File: src/design/tcalc_pkg.sv
// Shared constants and fixed-point helpers for the triangle tangent calculator.
`timescale 1ns / 1ps

package tcalc_pkg;

   // Fractional bits of every Q-format value
   localparam int FRAC_BITS = 16;

   // Width of one floored 64-bit product, and of a difference of two such values
   localparam int FL_W  = 64 - FRAC_BITS;
   localparam int ACC_W = FL_W + 1;

   // Reciprocal quotient: floor(2^(2F) / |det|) needs 2F+1 bits
   localparam int QUO_W     = 2 * FRAC_BITS + 1;
   localparam int DIV_CNT_W = $clog2(QUO_W);

   // Sequencer step counter
   localparam int STEP_W = 4;

   localparam logic signed [31:0] SAT_MAX = 32'sh7FFF_FFFF;
   localparam logic signed [31:0] SAT_MIN = 32'sh8000_0000;

   // floor(p / 2^F), sign-extended to the accumulator width
   function automatic logic signed [ACC_W-1:0] floor_ext(input logic signed [63:0] p);
      logic signed [FL_W-1:0] f;
      f = p[63:FRAC_BITS];
      floor_ext = {f[FL_W-1], f};
   endfunction

   // Clamp an accumulator-width value to the 32-bit signed range
   function automatic logic signed [31:0] sat32(input logic signed [ACC_W-1:0] v);
      logic [ACC_W-32:0] hi;
      hi = v[ACC_W-1:31];
      if ((&hi) || !(|hi)) sat32 = v[31:0];
      else if (v[ACC_W-1]) sat32 = SAT_MIN;
      else sat32 = SAT_MAX;
   endfunction

endpackage

File: src/design/triangle_tangent_calc.sv
// Triangle tangent calculator: vertex capture, shared multiplier and divider sequencer.
// First and second vertex: captured into the vertex stores, no result. Third vertex: deltas,
// determinant products, divider, reciprocal, numerator and tangent products on the one 32x32
// multiplier (a zero determinant goes straight to hand-over), then hand-over to the result
// register; the input stalls meanwhile, so a new triangle is taken only after the hand-over.
// Synchronous active-high reset clears the vertex slot, sequencer and result valid.
`timescale 1ns / 1ps

module triangle_tangent_calc (
   input  logic               clock,
   input  logic               reset,
   input  logic               req_valid,
   output logic               req_stall,
   input  logic signed [31:0] req_pos_x,
   input  logic signed [31:0] req_pos_y,
   input  logic signed [31:0] req_pos_z,
   input  logic signed [31:0] req_tex_u,
   input  logic signed [31:0] req_tex_v,
   output logic               rsp_valid,
   input  logic               rsp_stall,
   output logic signed [31:0] rsp_tangent_x,
   output logic signed [31:0] rsp_tangent_y,
   output logic signed [31:0] rsp_tangent_z,
   output logic               rsp_degenerate
);
   import tcalc_pkg::*;

   typedef enum logic [2:0] {
      S_IDLE,
      S_DELTA,
      S_MUL,
      S_ACC,
      S_DIV_INIT,
      S_DIV,
      S_RECIP,
      S_OUT
   } state_type;

   // Sequencer step marks
   localparam logic [STEP_W-1:0] STEP_DELTA_LAST = 4'd9;
   localparam logic [STEP_W-1:0] STEP_DET        = 4'd1;
   localparam logic [STEP_W-1:0] STEP_LAST       = 4'd10;
   localparam logic [DIV_CNT_W-1:0] DIV_LAST     = DIV_CNT_W'(QUO_W - 1);

   // Control state
   state_type               state_ff, state_in;
   logic [1:0]              slot_ff, slot_in;
   logic [STEP_W-1:0]       step_ff, step_in;
   logic [DIV_CNT_W-1:0]    cnt_ff, cnt_in;
   logic                    rsp_valid_ff, rsp_valid_in;

   // Vertex stores
   logic signed [31:0]      pos0_ff [3], pos0_in [3];
   logic signed [31:0]      pos1_ff [3], pos1_in [3];
   logic signed [31:0]      pos2_ff [3], pos2_in [3];
   logic signed [31:0]      tex0_ff [2], tex0_in [2];
   logic signed [31:0]      tex1_ff [2], tex1_in [2];
   logic signed [31:0]      tex2_ff [2], tex2_in [2];

   // Deltas
   logic signed [31:0]      du1_ff, du1_in, dv1_ff, dv1_in;
   logic signed [31:0]      du2_ff, du2_in, dv2_ff, dv2_in;
   logic signed [31:0]      dp1_ff [3], dp1_in [3];
   logic signed [31:0]      dp2_ff [3], dp2_in [3];

   // Multiply/accumulate and divider datapath
   logic signed [63:0]      prod_ff, prod_in;
   logic signed [ACC_W-1:0] acc_ff, acc_in;
   logic signed [31:0]      num_ff [3], num_in [3];
   logic signed [31:0]      recip_ff, recip_in;
   logic [ACC_W-1:0]        div_ff, div_in;
   logic [ACC_W-1:0]        rem_ff, rem_in;
   logic [QUO_W-1:0]        quo_ff, quo_in;
   logic                    neg_ff, neg_in;

   // Result register
   logic signed [31:0]      tan_ff [3], tan_in [3];
   logic                    degen_ff, degen_in;
   logic signed [31:0]      out_tan_ff [3], out_tan_in [3];
   logic                    out_degen_ff, out_degen_in;

   // Shared unit operands and results
   logic signed [31:0]      sub_a, sub_b;
   logic signed [32:0]      sub_diff;
   logic signed [31:0]      delta_val;
   logic signed [31:0]      mul_a, mul_b;
   logic signed [ACC_W-1:0] fl_prod;
   logic [ACC_W:0]          rem_shift;
   logic                    div_bit;
   logic                    rem_ge;
   logic [63:0]             quo_ext;

   assign req_stall      = (state_ff != S_IDLE);
   assign rsp_valid      = rsp_valid_ff;
   assign rsp_tangent_x  = out_tan_ff[0];
   assign rsp_tangent_y  = out_tan_ff[1];
   assign rsp_tangent_z  = out_tan_ff[2];
   assign rsp_degenerate = out_degen_ff;

   // Delta subtractor operand select
   always_comb begin
      unique case (step_ff)
         4'd0: begin sub_a = tex1_ff[0]; sub_b = tex0_ff[0]; end
         4'd1: begin sub_a = tex1_ff[1]; sub_b = tex0_ff[1]; end
         4'd2: begin sub_a = tex2_ff[0]; sub_b = tex0_ff[0]; end
         4'd3: begin sub_a = tex2_ff[1]; sub_b = tex0_ff[1]; end
         4'd4: begin sub_a = pos1_ff[0]; sub_b = pos0_ff[0]; end
         4'd5: begin sub_a = pos1_ff[1]; sub_b = pos0_ff[1]; end
         4'd6: begin sub_a = pos1_ff[2]; sub_b = pos0_ff[2]; end
         4'd7: begin sub_a = pos2_ff[0]; sub_b = pos0_ff[0]; end
         4'd8: begin sub_a = pos2_ff[1]; sub_b = pos0_ff[1]; end
         4'd9: begin sub_a = pos2_ff[2]; sub_b = pos0_ff[2]; end
         default: begin sub_a = '0; sub_b = '0; end
      endcase
   end

   assign sub_diff  = {sub_a[31], sub_a} - {sub_b[31], sub_b};
   assign delta_val = sat32({{(ACC_W-33){sub_diff[32]}}, sub_diff});

   // Multiplier operand select
   always_comb begin
      unique case (step_ff)
         4'd0:  begin mul_a = du1_ff;    mul_b = dv2_ff;   end
         4'd1:  begin mul_a = dv1_ff;    mul_b = du2_ff;   end
         4'd2:  begin mul_a = dp1_ff[0]; mul_b = dv2_ff;   end
         4'd3:  begin mul_a = dp2_ff[0]; mul_b = dv1_ff;   end
         4'd4:  begin mul_a = dp1_ff[1]; mul_b = dv2_ff;   end
         4'd5:  begin mul_a = dp2_ff[1]; mul_b = dv1_ff;   end
         4'd6:  begin mul_a = dp1_ff[2]; mul_b = dv2_ff;   end
         4'd7:  begin mul_a = dp2_ff[2]; mul_b = dv1_ff;   end
         4'd8:  begin mul_a = num_ff[0]; mul_b = recip_ff; end
         4'd9:  begin mul_a = num_ff[1]; mul_b = recip_ff; end
         4'd10: begin mul_a = num_ff[2]; mul_b = recip_ff; end
         default: begin mul_a = '0; mul_b = '0; end
      endcase
   end

   assign fl_prod = floor_ext(prod_ff);

   // Restoring divider step: dividend is 2^(2F), so only its top bit is set
   assign div_bit   = (cnt_ff == '0);
   assign rem_shift = {rem_ff, div_bit};
   assign rem_ge    = (rem_shift >= {1'b0, div_ff});
   assign quo_ext   = 64'(quo_ff);

   // Sequencer and datapath next state
   always_comb begin
      state_in     = state_ff;
      slot_in      = slot_ff;
      step_in      = step_ff;
      cnt_in       = cnt_ff;
      rsp_valid_in = rsp_valid_ff && rsp_stall;
      pos0_in      = pos0_ff;
      pos1_in      = pos1_ff;
      pos2_in      = pos2_ff;
      tex0_in      = tex0_ff;
      tex1_in      = tex1_ff;
      tex2_in      = tex2_ff;
      du1_in       = du1_ff;
      dv1_in       = dv1_ff;
      du2_in       = du2_ff;
      dv2_in       = dv2_ff;
      dp1_in       = dp1_ff;
      dp2_in       = dp2_ff;
      prod_in      = prod_ff;
      acc_in       = acc_ff;
      num_in       = num_ff;
      recip_in     = recip_ff;
      div_in       = div_ff;
      rem_in       = rem_ff;
      quo_in       = quo_ff;
      neg_in       = neg_ff;
      tan_in       = tan_ff;
      degen_in     = degen_ff;
      out_tan_in   = out_tan_ff;
      out_degen_in = out_degen_ff;

      unique case (state_ff)
         S_IDLE: begin
            if (req_valid) begin
               unique case (slot_ff)
                  2'd1: begin
                     pos1_in = '{req_pos_x, req_pos_y, req_pos_z};
                     tex1_in = '{req_tex_u, req_tex_v};
                     slot_in = 2'd2;
                  end
                  2'd2: begin
                     pos2_in  = '{req_pos_x, req_pos_y, req_pos_z};
                     tex2_in  = '{req_tex_u, req_tex_v};
                     slot_in  = 2'd0;
                     step_in  = '0;
                     state_in = S_DELTA;
                  end
                  default: begin
                     pos0_in = '{req_pos_x, req_pos_y, req_pos_z};
                     tex0_in = '{req_tex_u, req_tex_v};
                     slot_in = 2'd1;
                  end
               endcase
            end
         end

         // One saturated delta per cycle
         S_DELTA: begin
            unique case (step_ff)
               4'd0: du1_in = delta_val;
               4'd1: dv1_in = delta_val;
               4'd2: du2_in = delta_val;
               4'd3: dv2_in = delta_val;
               4'd4: dp1_in[0] = delta_val;
               4'd5: dp1_in[1] = delta_val;
               4'd6: dp1_in[2] = delta_val;
               4'd7: dp2_in[0] = delta_val;
               4'd8: dp2_in[1] = delta_val;
               4'd9: dp2_in[2] = delta_val;
               default: ;
            endcase
            if (step_ff == STEP_DELTA_LAST) begin
               step_in  = '0;
               state_in = S_MUL;
            end else begin
               step_in = step_ff + 1'b1;
            end
         end

         S_MUL: begin
            prod_in  = mul_a * mul_b;
            state_in = S_ACC;
         end

         // Fold the registered product into the accumulator
         S_ACC: begin
            unique case (step_ff) inside
               4'd0, 4'd2, 4'd4, 4'd6: acc_in = fl_prod;
               4'd1:  acc_in = acc_ff - fl_prod;
               4'd3:  num_in[0] = sat32(acc_ff - fl_prod);
               4'd5:  num_in[1] = sat32(acc_ff - fl_prod);
               4'd7:  num_in[2] = sat32(acc_ff - fl_prod);
               4'd8:  tan_in[0] = sat32(fl_prod);
               4'd9:  tan_in[1] = sat32(fl_prod);
               4'd10: tan_in[2] = sat32(fl_prod);
               default: ;
            endcase
            step_in = step_ff + 1'b1;
            if (step_ff == STEP_DET) state_in = S_DIV_INIT;
            else if (step_ff == STEP_LAST) state_in = S_OUT;
            else state_in = S_MUL;
         end

         // Zero determinant: degenerate result; else load |det| as divisor
         S_DIV_INIT: begin
            if (acc_ff == '0) begin
               tan_in   = '{32'sd0, 32'sd0, 32'sd0};
               degen_in = 1'b1;
               state_in = S_OUT;
            end else begin
               degen_in = 1'b0;
               neg_in   = acc_ff[ACC_W-1];
               div_in   = acc_ff[ACC_W-1] ? ACC_W'(-acc_ff) : ACC_W'(acc_ff);
               rem_in   = '0;
               quo_in   = '0;
               cnt_in   = '0;
               state_in = S_DIV;
            end
         end

         // One quotient bit per cycle
         S_DIV: begin
            rem_in = rem_ge ? ACC_W'(rem_shift - {1'b0, div_ff}) : ACC_W'(rem_shift);
            quo_in = {quo_ff[QUO_W-2:0], rem_ge};
            cnt_in = cnt_ff + 1'b1;
            if (cnt_ff == DIV_LAST) state_in = S_RECIP;
         end

         // Apply the sign and saturate the reciprocal
         S_RECIP: begin
            if (!neg_ff) begin
               recip_in = (quo_ext > 64'h7FFF_FFFF) ? SAT_MAX : signed'(quo_ext[31:0]);
            end else begin
               recip_in = (quo_ext > 64'h8000_0000) ? SAT_MIN : signed'(-quo_ext[31:0]);
            end
            state_in = S_MUL;
         end

         // Hand over to the result register once it is free
         S_OUT: begin
            if (!rsp_valid_ff || !rsp_stall) begin
               out_tan_in   = tan_ff;
               out_degen_in = degen_ff;
               rsp_valid_in = 1'b1;
               state_in     = S_IDLE;
            end
         end

         default: state_in = S_IDLE;
      endcase
   end

   always_ff @(posedge clock) begin
      if (reset) begin
         state_ff     <= S_IDLE;
         slot_ff      <= 2'd0;
         step_ff      <= '0;
         cnt_ff       <= '0;
         rsp_valid_ff <= 1'b0;
      end else begin
         state_ff     <= state_in;
         slot_ff      <= slot_in;
         step_ff      <= step_in;
         cnt_ff       <= cnt_in;
         rsp_valid_ff <= rsp_valid_in;
      end
      pos0_ff      <= pos0_in;
      pos1_ff      <= pos1_in;
      pos2_ff      <= pos2_in;
      tex0_ff      <= tex0_in;
      tex1_ff      <= tex1_in;
      tex2_ff      <= tex2_in;
      du1_ff       <= du1_in;
      dv1_ff       <= dv1_in;
      du2_ff       <= du2_in;
      dv2_ff       <= dv2_in;
      dp1_ff       <= dp1_in;
      dp2_ff       <= dp2_in;
      prod_ff      <= prod_in;
      acc_ff       <= acc_in;
      num_ff       <= num_in;
      recip_ff     <= recip_in;
      div_ff       <= div_in;
      rem_ff       <= rem_in;
      quo_ff       <= quo_in;
      neg_ff       <= neg_in;
      tan_ff       <= tan_in;
      degen_ff     <= degen_in;
      out_tan_ff   <= out_tan_in;
      out_degen_ff <= out_degen_in;
   end

`ifndef ASSERT_OFF
   // Third vertex of a triangle starts the delta sequence
   a_third_starts: assert property (@(posedge clock) disable iff (reset)
      (state_ff == S_IDLE && req_valid && slot_ff == 2'd2) |=> (state_ff == S_DELTA))
      else $error("third vertex did not start the tangent sequence");

   // A new result only comes out of the hand-over state
   a_rsp_from_out: assert property (@(posedge clock) disable iff (reset)
      $rose(rsp_valid_ff) |-> $past(state_ff == S_OUT))
      else $error("result valid rose outside the hand-over state");

   // Degenerate results carry a zero tangent
   a_degen_zero: assert property (@(posedge clock) disable iff (reset)
      (rsp_valid_ff && out_degen_ff) |->
         (out_tan_ff[0] == '0 && out_tan_ff[1] == '0 && out_tan_ff[2] == '0))
      else $error("degenerate result with nonzero tangent");

   // Divider never runs on a zero divisor
   a_div_nonzero: assert property (@(posedge clock) disable iff (reset)
      (state_ff == S_DIV) |-> (div_ff != '0))
      else $error("divider running with zero divisor");

   // Result valid and degenerate flag are held until the pending transfer is done
   a_rsp_hold: assert property (@(posedge clock) disable iff (reset)
      (rsp_valid_ff && rsp_stall) |=> (rsp_valid_ff && $stable(out_degen_ff)))
      else $error("pending result dropped or changed");
`endif

endmodule
File: config.mk
export PLATFORM = sky130hd
export DESIGN_NAME = triangle_tangent_calc
export DESIGN_NICKNAME = d
export VERILOG_FILES = /design/src/design/tcalc_pkg.sv /design/src/design/triangle_tangent_calc.sv
export SDC_FILE = /design/constraint.sdc
export NUM_CORES = 2
export LEC_CHECK = 0
export BUFFER_PORTS_ARGS = -buffer_cell sky130_fd_sc_hd__buf_2
export CAP_MARGIN = 20
export CORE_MARGIN = 5
export CORE_UTILIZATION = 59
export CTS_BUF_LIST = sky130_fd_sc_hd__clkbuf_4
export DETAILED_ROUTE_END_ITERATION = 6
export HOLD_SLACK_MARGIN = 0.05
export PLACE_DENSITY = 0.84
export SLEW_MARGIN = 30
export SYNTH_ARGS = -nofsm -noshare
export SYNTH_HDL_FRONTEND = slang
export SYNTH_SLANG_ARGS = --single-unit
File: constraint.sdc
create_clock -name clock -period 9.73 [get_ports clock]
set_clock_uncertainty 0.2 [all_clocks]
set_input_delay 1.4595 -clock clock [delete_from_list [all_inputs] [get_ports clock]]
set_output_delay 1.4595 -clock clock [all_outputs]
set_load 0.005 [all_outputs]
==> impl_metrics.ini <==
[sta]
worst_pin_slew_ps = 1152
min_period_ps = 10230
whs_ps = 175.9
setup_viol = 25
rsz0062_at_grt = true
final-max-slew-violation-count = 0
hold_viol = 0
setup_slack_ps = -497.6
timing.final.crit_share = 1.051
fmax_ghz = 0.09777
slew_headroom = 0.2269

[worst_setup_path]
required_ps = 10460
critPathMostFrequentCell = fa_1
max_stage_delay_ps = 570
critPathArrivalTime_ps = 10960
critPathCaptureType = flip-flop
r2r_cells = 40
start_kind = flip-flop
critPathMaxFanout = 8
critical_path_class = reg -> reg
slowest_stage = fa_1

[synth]
synthMuxAreaShare = 0.001288
synth.distinct_cells = 97
netlist_area_um2 = 93260
synth-edff-count = 1351
synthCells = 8003
synthSimpleGateAreaFrac = 0.09831
synth.avg_cell_area_um2 = 11.65
ys_ff_latch = 1367
synth_top_family_by_area = adder cells
synth-compound-area-share = 0.09855
synth_xor_area_frac = 0.02094
async_flop_share = 0
ys_seq_area_frac = 0.4384
synth_fa_ha_area_frac = 0.2767
yosys_warnings = 0
synthFlopType = edfxtp_1
syn_nets = 9571

[cts]
cts_sinks = 1367
clk_latency_ps = 1310
ctsLongestPathBuffers = 4
h-tree-depth = 5
postCtsHoldBufs = 0
cts_tree = built
clk_pin_slew_ps = 80
cts_buffers = 324
ctsRootBufferMaster = clkbuf_4

[flow_run]
maxCapViolCount = 0

[route]
drt_iter0_drc = 11160
drt-total-wl_um = 335300
drc = 26
drt-wirelength-per-cell_um = 29.13
vias = 74040
viasPerCell = 6.432
postRouteAntennaNets = 0
dr.pass1.iters = 7

[global_routing]
antenna_found_initial = 30
grt_pass1_wl_um = 479400
overflow = 0
grt_usage = 0.3909
grt_max_degree = 85
grt_pass1_vias = 75410

[placed_design]
place_inst = 10710
pre_cts_ws_ps = -639.7
place_area_um2 = 103600
gp_congestion = 1.113
hpwlAfterDp_um = 241400
place.port_buffers = 262

[layout]
final_cell_count_no_fill = 11510
area_growth_pct = 19.95
drive_gt1_frac = 0.2302
fillCellCount = 10170
design_area_um2 = 111900
nNetsFinal = 10760

[die]
die_height_um = 407.6
core_area_um2 = 157800
rows = 146
die_x_um = 407.6
num_io_pins = 263
initial_core_util = 0.5909
die_area_um2 = 166100

[status]
outcome = finished with violations
violations = design-rule violations, negative setup slack

[hold_path]
holdPathStages = 1
hold_path.class = in -> reg
## worst max-delay path: cells and delay by family, from the launching register on
family	cells	cell delay, ps
fa+ha+maj	9	4150
buf+inv	14	1970
compound gates	10	1800
simple gates	6	1040
flops	1	450
xor+xnor	1	280
## logic make-up (layout without fill, tap and decap cells)
logic type,after synthesis,after routing
muxes,12,12
adders and majority gates,1414,1414
DFF,1367,1367
and+or+nand+nor,2080,2080
AOI/OAI and AO/OA,1296,1296
xor gates and xnor gates,223,223
other,0,34
buffers and inverters,1611,3013
## cells in the final DEF (no fill, tap or decap), drive strengths merged, types with 17 or more instances in the layout
master,netlist,routed
edfxtp,1351,1351
buf,43,1258
inv,1209,1214
fa,1084,1084
nand2,884,884
nor2,692,692
clkbuf,357,468
ha,320,320
a21oi,241,241
o21ai,220,220
a22oi,166,166
xnor2,153,153
a221oi,110,110
a21o,108,108
a22o,100,100
nand4,93,93
and3,74,74
xor2,70,70
clkinv,1,61
nand3,56,56
a222oi,39,39
and2,39,39
nor3,39,39
diode,0,34
o311ai,33,33
o21bai,32,32
a211oi,32,32
a221o,31,31
o31ai,30,30
nor2b,29,29
or3,29,29
o21a,28,28
nand2b,27,27
nor4,26,26
or2,21,21
and4,21,21
a31oi,20,20
o41ai,17,17
## path summary, 6_finish.rpt
path,startpoint,endpoint,slack [ps]
worst max-delay path,step_ff[2]$_SDFFE_PP0P_,prod_ff[51]$_DFFE_PP_,-500
worst min-delay path,req_pos_x[17],pos0_ff[81]$_DFFE_PP_,180
worst max register to register,step_ff[2]$_SDFFE_PP0P_,prod_ff[51]$_DFFE_PP_,-500
worst min register to register,tan_ff[41]$_SDFFCE_PN0P_,rsp_tangent_y[9]$_DFFE_PP_,200
## routing by layer
metal | part of all wire | GRT usage
met1 | 0.33 | 0.4820
met2 | 0.44 | 0.5851
met3 | 0.15 | 0.1321
met4 | 0.091 | 0.2695
met5 | 0.0011 | 0.009483
## state kept, by name, indices dropped and copies added, names as in the netlist, 64 cells and up
signal	count
pos1_ff	96
tex2_ff	64
dp1_ff	96
pos2_ff	96
tan_ff	96
dp2_ff	96
tex0_ff	64
pos0_ff	96
num_ff	96
tex1_ff	64
## repair_timing
| action | 4_1_cts | 5_1_grt |
|---|---|---|
| pin swaps | 130 | 206 |
| setup endpoints to repair | 34 | 34 |
| gates cloned | 9 | 1 |
| buffers inserted | 118 | 102 |
| resized for setup | 252 | 226 |
## cells in the mapped netlist, types with 19 or more instances
master / number / area share
a21o_1: 107 / 0.0086
edfxtp_1: 1351 / 0.43
o31ai_1: 29 / 0.0023
a22oi_1: 166 / 0.013
or2_2: 19 / 0.0013
a31oi_1: 20 / 0.0013
and2_1: 39 / 0.0026
nand2b_1: 27 / 0.0018
and4_1: 21 / 0.0020
clkbuf_1: 354 / 0.014
nor4_1: 25 / 0.0017
a221o_1: 31 / 0.0033
nor2_1: 690 / 0.028
nor2b_1: 29 / 0.0019
or3_1: 22 / 0.0015
a222oi_1: 39 / 0.0042
a211oi_1: 32 / 0.0026
a221oi_1: 110 / 0.010
xnor2_1: 153 / 0.014
a22o_1: 100 / 0.0094
buf_1: 33 / 0.0013
o21bai_1: 32 / 0.0026
ha_1: 320 / 0.043
and3_1: 73 / 0.0049
o21a_1: 28 / 0.0023
o311ai_1: 20 / 0.0019
xor2_1: 70 / 0.0066
inv_1: 1208 / 0.049
nand4_1: 93 / 0.0062
nor3_1: 38 / 0.0020
fa_1: 1084 / 0.23
a21oi_1: 241 / 0.013
nand3_1: 56 / 0.0030
nand2_1: 883 / 0.036
o21ai_0: 215 / 0.012
## area by class of cell
cell class                      instances  area, um2  share of cell area
Clock inverter                         74      459.2            0.004105
Timing Repair Buffer                 1262      11500              0.1028
Inverter                             1210       4553             0.04070
Clock buffer                          467       3506             0.03134
Tap cell                             2072       2592             0.02317
Antenna cell                           34      85.08           0.0007606
Sequential cell                      1367      40900              0.3656
Multi-Input combinational cell       5025      48270              0.4315
## stage by stage
stage               TNS [ps]    util
floorplan             -22.94       -
global placement       -7377  0.6555
detailed placement    -10720  0.6563
CTS                    -1304  0.6963
global route          -11200  0.7085
finish                 -7217  0.7088
Power is left out: the tool's default activity adds up to more than one toggle a clock period on the data nets, which glitch-free logic cannot reach.
